### src/rtl/assert_macros.svh
// Assertion macros shared by the RTL of the timer bank.
`ifndef ASSERT_MACROS_SVH
`define ASSERT_MACROS_SVH

// Checks a condition at every clock edge outside of reset.
`define ASSERT_ALWAYS(label, cond, msg) \
    label: assert property (@(posedge aclk) disable iff (!aresetn) (cond)) else $error(msg);

// Checks that a consequent holds in the same cycle as its antecedent.
`define ASSERT_IMPLIES(label, ante, cons, msg) \
    label: assert property (@(posedge aclk) disable iff (!aresetn) (ante) |-> (cons)) \
        else $error(msg);

`endif

### src/rtl/mctb_pkg.sv
// Shared types, codes and default sizes of the multi-channel timer bank.
`timescale 1ns / 1ps
`default_nettype none

package mctb_pkg;

    localparam int SLOTS_DEF     = 8;
    localparam int TIME_BITS_DEF = 48;

    localparam int OP_W     = 3;
    localparam int HANDLE_W = 4;
    localparam int IVL_W    = 32;
    localparam int ST_W     = 2;

    localparam logic [OP_W-1:0] OP_TICK       = 3'd0;
    localparam logic [OP_W-1:0] OP_REGISTER   = 3'd1;
    localparam logic [OP_W-1:0] OP_DEREGISTER = 3'd2;
    localparam logic [OP_W-1:0] OP_START      = 3'd3;
    localparam logic [OP_W-1:0] OP_STOP       = 3'd4;

    localparam logic KIND_ACK  = 1'b0;
    localparam logic KIND_FIRE = 1'b1;

    localparam logic [ST_W-1:0] ST_OK       = 2'd0;
    localparam logic [ST_W-1:0] ST_NO_TIMER = 2'd1;
    localparam logic [ST_W-1:0] ST_FULL     = 2'd2;

    typedef struct packed {
        logic [OP_W-1:0]     op;
        logic [HANDLE_W-1:0] handle;
        logic [IVL_W-1:0]    interval;
        logic                mode;
    } s_item_t;

    typedef struct packed {
        logic                kind;
        logic [HANDLE_W-1:0] handle_out;
        logic [ST_W-1:0]     status;
        logic                last;
    } m_item_t;

endpackage

`default_nettype wire

### src/rtl/mctb_slot_mem.sv
// Slot memories holding deadlines and interval/mode pairs, with a registered read.
`timescale 1ns / 1ps
`default_nettype none

module mctb_slot_mem
    import mctb_pkg::*;
#(
    parameter int SLOTS     = SLOTS_DEF,
    parameter int TIME_BITS = TIME_BITS_DEF,
    parameter int IDX_W     = (SLOTS > 1) ? $clog2(SLOTS) : 1
) (
    input  wire logic                 aclk,
    input  wire logic [IDX_W-1:0]     rd_addr,
    input  wire logic                 wr_dl_en,
    input  wire logic                 wr_par_en,
    input  wire logic [IDX_W-1:0]     wr_addr,
    input  wire logic [TIME_BITS-1:0] wr_deadline,
    input  wire logic [IVL_W-1:0]     wr_interval,
    input  wire logic                 wr_cont,
    output logic [TIME_BITS-1:0]      rd_deadline,
    output logic [IVL_W-1:0]          rd_interval,
    output logic                      rd_cont
);

    logic [TIME_BITS-1:0] dl_mem [SLOTS];
    logic [IVL_W:0]       par_mem [SLOTS];

    always_ff @(posedge aclk) begin
        if (wr_dl_en) begin
            dl_mem[wr_addr] <= wr_deadline;
        end
        if (wr_par_en) begin
            par_mem[wr_addr] <= {wr_cont, wr_interval};
        end
    end

    always_ff @(posedge aclk) begin
        rd_deadline                <= dl_mem[rd_addr];
        {rd_cont, rd_interval}     <= par_mem[rd_addr];
    end

endmodule

`default_nettype wire

### src/rtl/multi_channel_timer_bank.sv
// Top level of the multi-channel timer bank: request decoding, tick scan and result output.
//
//   Channel   Ports                     Direction   Carries
//   s_        s_valid s_ready s_item    in          one request (op, handle, interval, mode)
//   m_        m_valid m_ready m_item    out         acknowledge or fire result
//
// Register, deregister, stop go via S_ACK; start on a known handle goes via S_START, then S_ACK.
// A tick makes one scan pass per fired slot plus a final one, each pass reading the
// deadline memory once per slot.
// Requests are taken one at a time; s_ready is high only while the bank is idle.
// A stalled output holds the bank at its next result. aresetn frees and disarms all slots.
`timescale 1ns / 1ps
`default_nettype none

module multi_channel_timer_bank
    import mctb_pkg::*;
#(
    parameter int SLOTS     = SLOTS_DEF,
    parameter int TIME_BITS = TIME_BITS_DEF
) (
    input  wire logic    aclk,
    input  wire logic    aresetn,
    input  wire logic    s_valid,
    output logic         s_ready,
    input  wire s_item_t s_item,
    output logic         m_valid,
    input  wire logic    m_ready,
    output m_item_t      m_item
);

`include "assert_macros.svh"

    localparam int IDX_W = (SLOTS > 1) ? $clog2(SLOTS) : 1;
    localparam int CNT_W = $clog2(SLOTS + 1);
    localparam int EXT_W = (IDX_W > HANDLE_W) ? IDX_W : HANDLE_W;
    localparam int SUM_W = ((TIME_BITS > IVL_W) ? TIME_BITS : IVL_W) + 1;

    typedef enum logic [2:0] {
        S_IDLE,
        S_SCAN,
        S_PICK,
        S_START,
        S_ACK
    } state_t;

    state_t               state_reg;
    logic [TIME_BITS-1:0] now_reg;
    logic [SLOTS-1:0]     valid_reg;
    logic [SLOTS-1:0]     armed_reg;
    logic [SLOTS-1:0]     due_reg;
    logic                 first_pass_reg;
    logic [CNT_W-1:0]     scan_cnt_reg;
    logic                 tag_valid_reg;
    logic [IDX_W-1:0]     tag_idx_reg;
    logic                 best_found_reg;
    logic [IDX_W-1:0]     best_idx_reg;
    logic [TIME_BITS-1:0] best_dl_reg;
    logic [IVL_W-1:0]     best_ivl_reg;
    logic                 best_cont_reg;
    logic                 pend_valid_reg;
    logic [IDX_W-1:0]     pend_idx_reg;
    logic [IDX_W-1:0]     slot_idx_reg;
    m_item_t              ack_item_reg;
    m_item_t              ack_item_next;
    logic                 m_valid_reg;
    logic                 m_valid_next;
    m_item_t              m_item_reg;

    logic                 accept;
    logic                 out_free;
    logic                 pick_go;
    logic                 any_free;
    logic [IDX_W-1:0]     free_idx;
    logic [EXT_W-1:0]     h_ext;
    logic [IDX_W-1:0]     h_idx;
    logic                 h_known;
    logic [IDX_W-1:0]     rd_addr;
    logic                 wr_dl_en;
    logic                 wr_par_en;
    logic [IDX_W-1:0]     wr_addr;
    logic [TIME_BITS-1:0] rd_deadline;
    logic [IVL_W-1:0]     rd_interval;
    logic                 rd_cont;
    logic [IVL_W-1:0]     ivl_sel;
    logic [SUM_W-1:0]     sum;
    logic [TIME_BITS-1:0] sat_sum;
    logic                 cand;
    logic                 better;

    assign s_ready  = (state_reg == S_IDLE);
    assign accept   = s_valid && s_ready;
    assign m_valid  = m_valid_reg;
    assign m_item   = m_item_reg;
    assign out_free = !m_valid_reg || m_ready;
    assign pick_go  = !pend_valid_reg || out_free;

    assign m_valid_next = ((state_reg == S_PICK) && pick_go && pend_valid_reg)
                          || ((state_reg == S_ACK) && out_free)
                          || (m_valid_reg && !m_ready);

    always_comb begin
        any_free = 1'b0;
        free_idx = '0;
        for (int i = SLOTS - 1; i >= 0; i--) begin
            if (!valid_reg[i]) begin
                any_free = 1'b1;
                free_idx = IDX_W'(i);
            end
        end
    end

    assign h_ext   = EXT_W'(s_item.handle) - EXT_W'(1);
    assign h_idx   = h_ext[IDX_W-1:0];
    assign h_known = (s_item.handle != '0) && (32'(s_item.handle) <= 32'(SLOTS))
                     && valid_reg[h_idx];

    always_comb begin
        ack_item_next.kind = KIND_ACK;
        ack_item_next.last = 1'b1;
        if (s_item.op == OP_REGISTER) begin
            ack_item_next.handle_out = any_free ? HANDLE_W'(32'(free_idx) + 32'd1) : '0;
            ack_item_next.status     = any_free ? ST_OK : ST_FULL;
        end else begin
            ack_item_next.handle_out = s_item.handle;
            ack_item_next.status     = h_known ? ST_OK : ST_NO_TIMER;
        end
    end

    assign ivl_sel = (state_reg == S_START) ? rd_interval : best_ivl_reg;
    assign sum     = SUM_W'(now_reg) + SUM_W'(ivl_sel);
    assign sat_sum = (|sum[SUM_W-1:TIME_BITS]) ? {TIME_BITS{1'b1}} : sum[TIME_BITS-1:0];

    assign rd_addr   = (state_reg == S_SCAN) ? scan_cnt_reg[IDX_W-1:0] : h_idx;
    assign wr_par_en = accept && (s_item.op == OP_REGISTER) && any_free;
    assign wr_dl_en  = (state_reg == S_START)
                       || ((state_reg == S_PICK) && pick_go && best_found_reg && best_cont_reg);

    always_comb begin
        unique case (state_reg)
            S_PICK:  wr_addr = best_idx_reg;
            S_START: wr_addr = slot_idx_reg;
            default: wr_addr = free_idx;
        endcase
    end

    assign cand   = first_pass_reg
                    ? (valid_reg[tag_idx_reg] && armed_reg[tag_idx_reg] && (rd_deadline <= now_reg))
                    : due_reg[tag_idx_reg];
    assign better = cand && (!best_found_reg || (rd_deadline < best_dl_reg));

    mctb_slot_mem #(
        .SLOTS     (SLOTS),
        .TIME_BITS (TIME_BITS),
        .IDX_W     (IDX_W)
    ) u_slot_mem (
        .aclk        (aclk),
        .rd_addr     (rd_addr),
        .wr_dl_en    (wr_dl_en),
        .wr_par_en   (wr_par_en),
        .wr_addr     (wr_addr),
        .wr_deadline (sat_sum),
        .wr_interval (s_item.interval),
        .wr_cont     (s_item.mode),
        .rd_deadline (rd_deadline),
        .rd_interval (rd_interval),
        .rd_cont     (rd_cont)
    );

    always_ff @(posedge aclk) begin
        if (!aresetn) begin
            state_reg      <= S_IDLE;
            now_reg        <= '0;
            valid_reg      <= '0;
            armed_reg      <= '0;
            due_reg        <= '0;
            first_pass_reg <= 1'b0;
            scan_cnt_reg   <= '0;
            tag_valid_reg  <= 1'b0;
            best_found_reg <= 1'b0;
            pend_valid_reg <= 1'b0;
            m_valid_reg    <= 1'b0;
        end else begin
            m_valid_reg <= m_valid_next;
            unique case (state_reg)
                S_IDLE: begin
                    if (accept) begin
                        ack_item_reg <= ack_item_next;
                        unique case (s_item.op)
                            OP_TICK: begin
                                if (now_reg != {TIME_BITS{1'b1}}) begin
                                    now_reg <= now_reg + TIME_BITS'(1);
                                end
                                first_pass_reg <= 1'b1;
                                pend_valid_reg <= 1'b0;
                                best_found_reg <= 1'b0;
                                scan_cnt_reg   <= '0;
                                tag_valid_reg  <= 1'b0;
                                state_reg      <= S_SCAN;
                            end
                            OP_REGISTER: begin
                                if (any_free) begin
                                    valid_reg[free_idx] <= 1'b1;
                                    armed_reg[free_idx] <= 1'b0;
                                end
                                state_reg <= S_ACK;
                            end
                            OP_DEREGISTER: begin
                                if (h_known) begin
                                    valid_reg[h_idx] <= 1'b0;
                                    armed_reg[h_idx] <= 1'b0;
                                end
                                state_reg <= S_ACK;
                            end
                            OP_START: begin
                                slot_idx_reg <= h_idx;
                                state_reg    <= h_known ? S_START : S_ACK;
                            end
                            OP_STOP: begin
                                if (h_known) begin
                                    armed_reg[h_idx] <= 1'b0;
                                end
                                state_reg <= S_ACK;
                            end
                            default: begin
                                state_reg <= S_IDLE;
                            end
                        endcase
                    end
                end
                S_SCAN: begin
                    if (scan_cnt_reg != CNT_W'(SLOTS)) begin
                        scan_cnt_reg <= scan_cnt_reg + CNT_W'(1);
                    end
                    tag_valid_reg <= (scan_cnt_reg != CNT_W'(SLOTS));
                    tag_idx_reg   <= scan_cnt_reg[IDX_W-1:0];
                    if (tag_valid_reg) begin
                        if (first_pass_reg) begin
                            due_reg[tag_idx_reg] <= cand;
                        end
                        if (better) begin
                            best_found_reg <= 1'b1;
                            best_idx_reg   <= tag_idx_reg;
                            best_dl_reg    <= rd_deadline;
                            best_ivl_reg   <= rd_interval;
                            best_cont_reg  <= rd_cont;
                        end
                    end
                    if ((scan_cnt_reg == CNT_W'(SLOTS)) && !tag_valid_reg) begin
                        state_reg <= S_PICK;
                    end
                end
                S_PICK: begin
                    if (pick_go) begin
                        if (pend_valid_reg) begin
                            m_item_reg.kind       <= KIND_FIRE;
                            m_item_reg.handle_out <= HANDLE_W'(32'(pend_idx_reg) + 32'd1);
                            m_item_reg.status     <= ST_OK;
                            m_item_reg.last       <= !best_found_reg;
                        end
                        if (best_found_reg) begin
                            due_reg[best_idx_reg] <= 1'b0;
                            if (!best_cont_reg) begin
                                armed_reg[best_idx_reg] <= 1'b0;
                            end
                            pend_valid_reg <= 1'b1;
                            pend_idx_reg   <= best_idx_reg;
                            first_pass_reg <= 1'b0;
                            best_found_reg <= 1'b0;
                            scan_cnt_reg   <= '0;
                            tag_valid_reg  <= 1'b0;
                            state_reg      <= S_SCAN;
                        end else begin
                            pend_valid_reg <= 1'b0;
                            state_reg      <= S_IDLE;
                        end
                    end
                end
                S_START: begin
                    armed_reg[slot_idx_reg] <= 1'b1;
                    state_reg               <= S_ACK;
                end
                S_ACK: begin
                    if (out_free) begin
                        m_item_reg <= ack_item_reg;
                        state_reg  <= S_IDLE;
                    end
                end
                default: begin
                    state_reg <= S_IDLE;
                end
            endcase
        end
    end

    `ASSERT_ALWAYS(a_armed_needs_valid, (armed_reg & ~valid_reg) == '0, "armed slot is not registered")
    `ASSERT_IMPLIES(a_idle_no_pending, state_reg == S_IDLE, !pend_valid_reg, "fire result left pending in idle")
    `ASSERT_IMPLIES(a_due_is_armed, (state_reg == S_SCAN) && !first_pass_reg, (due_reg & ~armed_reg) == '0, "due slot is not armed")

endmodule

`default_nettype wire
### config.mk
export PLATFORM = sky130hd
export DESIGN_NAME = multi_channel_timer_bank
export DESIGN_NICKNAME = d
export VERILOG_FILES = /design/src/rtl/mctb_pkg.sv /design/src/rtl/mctb_slot_mem.sv /design/src/rtl/multi_channel_timer_bank.sv
export VERILOG_INCLUDE_DIRS = /design/src /design/src/rtl
export SDC_FILE = /design/constraint.sdc
export NUM_CORES = 1
export LEC_CHECK = 0
export ABC_AREA = 1
export BUFFER_PORTS_ARGS = -buffer_cell sky130_fd_sc_hd__buf_2
export CORE_AREA = 2 2 252 254
export CTS_BUF_LIST = sky130_fd_sc_hd__clkbuf_4
export CTS_CLUSTER_SIZE = 16
export DETAILED_ROUTE_END_ITERATION = 7
export DIE_AREA = 0 0 254 256
export GPL_TIMING_DRIVEN = 0
export PLACE_DENSITY = 0.84
export SYNTH_ARGS = -nofsm -noshare
export SYNTH_HDL_FRONTEND = slang
export SYNTH_SLANG_ARGS = --single-unit
### constraint.sdc
create_clock -name aclk -period 12.36 [get_ports aclk]
set_input_delay 0.618 -clock aclk [delete_from_list [all_inputs] [get_ports aclk]]
set_output_delay 0.618 -clock aclk [all_outputs]
set_load 0.01 [all_outputs]
* Word level (Yosys, flattened, before mapping)
Memory sizes are Yosys's and may differ from the RTL's. A register that Yosys moved wholly into a read port is not among the register bits.
Index checks and enable logic that the tools add are counted.
** Word-level totals
- Memories :: 2
- RAM bits :: 648
- Bits of input ports :: 44
- Register bits after elaboration :: 191
- Output and inout port bits :: 10
- Logic and storage cells :: 238
** Operators by class
- Magnitude comparators :: 13
- Bitwise operators :: 10
- Equality and inequality tests :: 28
- Multiplexer cells :: 97
- Reductions and logical operators :: 58
- Add/subtract/negate cells :: 6
** Memories
- u_slot_mem.dl_mem :: words 8, bits a word 48, read ports 1, clocked after memory_dff 1, write ports 1, line mctb_slot_mem.sv:25 : logic [TIME_BITS-1:0] dl_mem [SLOTS];
- u_slot_mem.par_mem :: words 8, bits a word 33, read ports 1, clocked after memory_dff 1, write ports 1, line mctb_slot_mem.sv:26 : logic [IVL_W:0] par_mem [SLOTS];
** Operators with widths (count)
- $mux W8 :: 15
- $pmux W8 S2 :: 4
- $add A48 B32 Y49 :: 1
- $add A48 B1 Y48 const B :: 1
- $le A48 B48 Y1 :: 1
- $lt A48 B48 Y1 :: 1
- $mux W48 :: 1
- $ne A48 B48 Y1 const B :: 1
- $mux W3 :: 14
- $and A8 B8 Y8 :: 5
- $mux W1 :: 35
- $mux W32 :: 1
- $reduce_and A5 Y1 :: 5
- $mux W4 :: 6
- $not A8 Y8 :: 3
- $pmux W8 S3 :: 1
- $reduce_and A4 Y1 :: 6
- $logic_and A1 B1 Y1 :: 20
- $lt A3 B4 Y1 const B :: 5
- $ne A2 B2 Y1 const B :: 10
- $or A8 B8 Y8 :: 2
- $demux W1 S3 :: 5
- $ge A3 B1 Y1 const B :: 5
- $pmux W3 S5 :: 1
- other kinds (33) :: 63

* Depth between registers and ports, before layout
- Depth after elaboration :: 18
- Depth in mapped cells :: 23
- Gate-level depth less buffers :: 22

* Hierarchy
A second synthesis with hierarchy kept.
** Unflattened totals
- Cell total of the unflattened synthesis :: 5043
- Area total of the unflattened synthesis :: 44719.1 µm²
** Modules (own cells, without submodules)
- mctb_slot_mem :: sequential area each 21080.2 µm², area each 29932.5 µm², cells each 2909, times used 1
- multi_channel_timer_bank :: sequential area each 4894.7 µm², area each 14786.7 µm², cells each 2134, times used 1

* Worst setup path before layout
Ideal clock, no wire load.
- Path kind :: reg2reg
- Start :: register now_reg[27]
- End :: register best_cont_reg, enable pin
- Arrival :: 5127 ps
- Path buffers :: 0
- Data required time :: 11833 ps
- Slack :: 6706 ps
- Library setup time :: 527 ps
- Stages on the path, launching flop included :: 15
- Period minus slack after synthesis :: 5654 ps
- Path through :: dfxtp_1 -> inv_1 -> ha_1 -> nand2_1 -> inv_1 -> nand3_1 -> nor3_1 -> nand2_1 -> nor2_1 -> nand4_1 -> nand2_1 -> nand2_1 -> nand2_2 -> nand2_1 -> nor2_1
** On the way
- Longest elaborated chain between the ends :: 5
** RTL lines
- start, declared :: line multi_channel_timer_bank.sv:47 : logic [TIME_BITS-1:0] now_reg;
- start signal, assigned :: line multi_channel_timer_bank.sv:191 : now_reg <= now_reg + TIME_BITS'(1);
- $le A48 B48 Y1 :: line multi_channel_timer_bank.sv:147 : ? (valid_reg[tag_idx_reg] && armed_reg[tag_idx_reg] && (rd_deadline <= now_reg))
- $logic_and A1 B1 Y1 :: line multi_channel_timer_bank.sv:147
- $mux W1 :: line multi_channel_timer_bank.sv:147
- $logic_and A1 B1 Y1 :: line multi_channel_timer_bank.sv:149 : assign better = cand && (!best_found_reg || (rd_deadline < best_dl_reg));
- $reduce_and A4 Y1 (no source line)
- end signal, assigned :: line multi_channel_timer_bank.sv:245 : best_cont_reg <= rd_cont;
- end, declared :: line multi_channel_timer_bank.sv:59 : logic best_cont_reg;
No other way between the ends.
A chain may end at the register's enable or synchronous reset.

* Worst setup path after layout
- Start :: register state_reg[1]
- End :: memory u_slot_mem.dl_mem[3][26] in the netlist's numbering, data pin
** On the way
- Longest elaborated chain between the ends :: 4
** RTL lines
- start, declared :: line multi_channel_timer_bank.sv:46 : state_t state_reg;
- start signal, assigned :: line multi_channel_timer_bank.sv:216 : state_reg <= h_known ? S_START : S_ACK;
- $eq A3 B2 Y1 :: line multi_channel_timer_bank.sv:129 : assign ivl_sel = (state_reg == S_START) ? rd_interval : best_ivl_reg;
- $mux W32 :: line multi_channel_timer_bank.sv:129
- $add A48 B32 Y49 :: line multi_channel_timer_bank.sv:130 : assign sum = SUM_W'(now_reg) + SUM_W'(ivl_sel);
- $mux W48 :: line multi_channel_timer_bank.sv:131 : assign sat_sum = (|sum[SUM_W-1:TIME_BITS]) ? {TIME_BITS{1'b1}} : sum[TIME_BITS-1:0];
- via sat_sum[26] :: line multi_channel_timer_bank.sv:86 : logic [TIME_BITS-1:0] sat_sum;
- end, declared :: line mctb_slot_mem.sv:25
The timed path passes the listed nets, and every way through them passes these cells.

==> results.toml <==
[job]
maxCapViolations = 0

[setup_path]
path_max_fanout = 10
ff2ff_path_depth = 22
critPathKind = "reg2reg"
slowest_delay_ns = 0.63
crit_slowest_cell = "nor2_1"
worst-r2r-setup-slack_ns = 6.25
r2r_start = "state_reg[1]$_SDFFE_PN0P_"
cp_data_arrival_time_ns = 6.83
crit_start = "state_reg[1]$_SDFFE_PN0P_"
reg2reg_to = "u_slot_mem.dl_mem[3][26]$_DFFE_PP_"
crit_path_end_kind = "flop"
crit_chain = "inv_1, nor2_1, inv_2, nor2_1, clkbuf_1, clkbuf_1, nand2_1, nand2_1, ha_1, inv_1, fa_1, nand3b_1, nand2_1, nand2_1, nand2_1, inv_1, o21ai_1, a21oi_1, o21ai_1, nand2_1, nand3_1, nand3_1"
required_ns = 13.08
crit_family = "simple AND/OR/NAND/NOR gates"
cp-start-kind = "flop"
crit_top_cell = "nand2_1"
crit_buf_inv = 6

[outcome]
violations = "DRC"
outcome = "complete, but fails checks"

[sta]
rsz0062_at_grt = "false"
relSlewSlack = 0.09248
hold_violations = 0
worst_pin_slew_ns = 1.361
fin_skew_ns = 0.09420
setup_viol = 0
slew_viol_final = 0
setup_tns_ns = 0
finalCriticalPeriod_ns = 6.115
max_freq_ghz = 0.1635
finalCritPeriodShare = 0.4947

[global_route]
grt_pass1_vias = 32540
antenna_found_initial = 9
grt_pass1_wl_um = 190300
grt.overflow.total = 0
grt_max_degree = 34
grt_usage = 0.3948

[die]
pin_count = 54
dieArea_um2 = 65020
start_util = 0.6654
core_um2 = 62390
die_width_um = 254
die_h_um = 256
fp-row-count = 92

[hold_path]
hp-class = "in2reg"
holdCritStartpoint = "s_item[37]"
min_path_cells = 5
holdPathEnd = "valid_reg[2]$_SDFFE_PN0P_"

[cts]
cts_tree = "yes"
clock_sinks = 920
post-cts-setup-buffers = 0
cts_made_buffers = 216
h-tree-depth = 4
clock_path_buffers = 3
clk_pin_slew_ns = 0.07
clk_latency_ns = 1.18
ctsResizeCount = 0
cts_root_buf = "clkbuf_4"

[synth]
synth-seq-cells = 920
yosysWarnings = 0
yosysTopAreaCell = "edfxtp_1"
synth.most_common_cell = "edfxtp_1"
synth_area_per_cell_um2 = 10.30
async_reset_ff_frac = 0
synth_top_area_share = 0.5461
synthTopCellsByArea = "edfxtp_1, dfxtp_1, nor2_1"
synth_area_um2 = 41510
synth_edf_count = 755
ys_types = 56
seq_area_frac_synth = 0.6257
postSynthCellCount = 4032
syn-num-nets = 4210
synth_common_cells = "edfxtp_1, nor2_1, nand2_1"
synth-main-ff-cell = "edfxtp_1"

[route]
postRouteAntennaNets = 0
firstDrtPassIters = 8
vias_per_cell = 6.188
drc = 4
num_vias = 33460
drt-initial-drc-count = 4636
wl_per_cell_um = 23.55
drt_wl_total_um = 127300

[pwr]
powerDensity_nw_per_um2 = 144.4
ir_drop_uv = 149.4
leakage_nw = 17.61

[layout]
area_growth_syn_to_layout_pct = 12.57
largest_register = "u_slot_mem.dl_mem"
largest_register_ffs = 384
fill_cells = 4219
final_layout_size_suffix_gt1_frac = 0.1292
top_regs = "u_slot_mem.dl_mem (384), u_slot_mem.par_mem (264)"
fin_area_um2 = 46730
layout.nets = 4546

[place]
hpwl_um = 86500
port_buffers = 52
place_area_um2 = 43400
gp_congestion = 1.022
==> metrics by stage <==
step | hold slack [ns] | setup slack (ns) | total power [mW] | cells | utilization
2_1_floorplan | 0.3855 | 6.706 | 3.961 | 4032 | -
3_3_place_gp | 0.4115 | 4.005 | 4.208 | 4930 | 0.6865
3_5_place_dp | 0.4199 | 6.523 | 4.244 | 4951 | 0.6956
4_1_cts | 0.003377 | 6.433 | 6.698 | 5398 | 0.7487
5_1_grt | 0.07325 | 5.976 | 6.967 | 5405 | 0.7490
6_report | 0.03867 | 6.245 | 6.750 | 5406 | 0.7491
==> logic make-up after synthesis <==
family / count (synthesis) / share of synthesized area
xor+xnor: 42 / 0.008861
compound gates: 760 / 0.1097
flops: 920 / 0.6257
buf+inv: 542 / 0.05573
fa+ha+maj: 134 / 0.04057
simple gates: 1634 / 0.1595
==> layout by cell type, fill, tap and decap left out, types with 94 or more instances in the layout <==
cell	count
edfxtp_1	755
nor2_1	695
nand2_1	662
inv_1	371
clkbuf_4	317
o21ai_0	268
a21oi_1	178
dfxtp_1	165
o32ai_1	161
buf_2	135
ha_1	133
nand3_1	120
o21ai_1	94
==> per-layer routing <==
layer,vias up,global-route usage,wire (um)
li1,14870,-,-
met1,15790,0.5208,46720
met2,2416,0.6187,58970
met3,368,0.09641,15710
met4,8,0.1873,5830
met5,-,0,78
==> where the power goes <==
part           internal, mW  switching [mW]  leakage, nW
logic                 0.239           0.523         7.76
registers              3.40          0.0634         8.18
clock network          1.22            1.30         1.67
==> worst max path at each step <==
stage	to	depth (start not counted)
finish	u_slot_mem.dl_mem[3][26]$_DFFE_PP_	22
global route	u_slot_mem.dl_mem[3][26]$_DFFE_PP_	22
CTS	u_slot_mem.dl_mem[3][26]$_DFFE_PP_	22
floorplan	best_cont_reg$_DFFE_PP_	14
detailed placement	u_slot_mem.dl_mem[2][26]$_DFFE_PP_	21
global placement	best_dl_reg[47]$_DFFE_PP_	13
==> layout make-up <==
type	instances	area [um^2]	area share
diodes	8	20.02	0.0004284
plain buffers	157	863.3	0.01847
clock buffers	317	2380	0.05092
clock inverters	85	481.7	0.01031
inverters	385	1450	0.03103
multi-input cells	2570	13360	0.2859
flip-flops and latches	920	25970	0.5558
well taps	846	1059	0.02265
repair buffers	118	1146	0.02452
==> tightest hold or removal path, cell delays in order <==
cell and delay [ns]:
buf_2 0.10, nor3_1 0.08, nand3_2 0.14, o21ai_0 0.09, a21oi_1 0.11
==> repair_timing <==
action / CTS / global route
hold buffers: 45 / 0
endpoints found under the hold margin: 278 / 0
endpoints found under the setup margin: 0 / 0
Power figures use the tool's default switching activity.
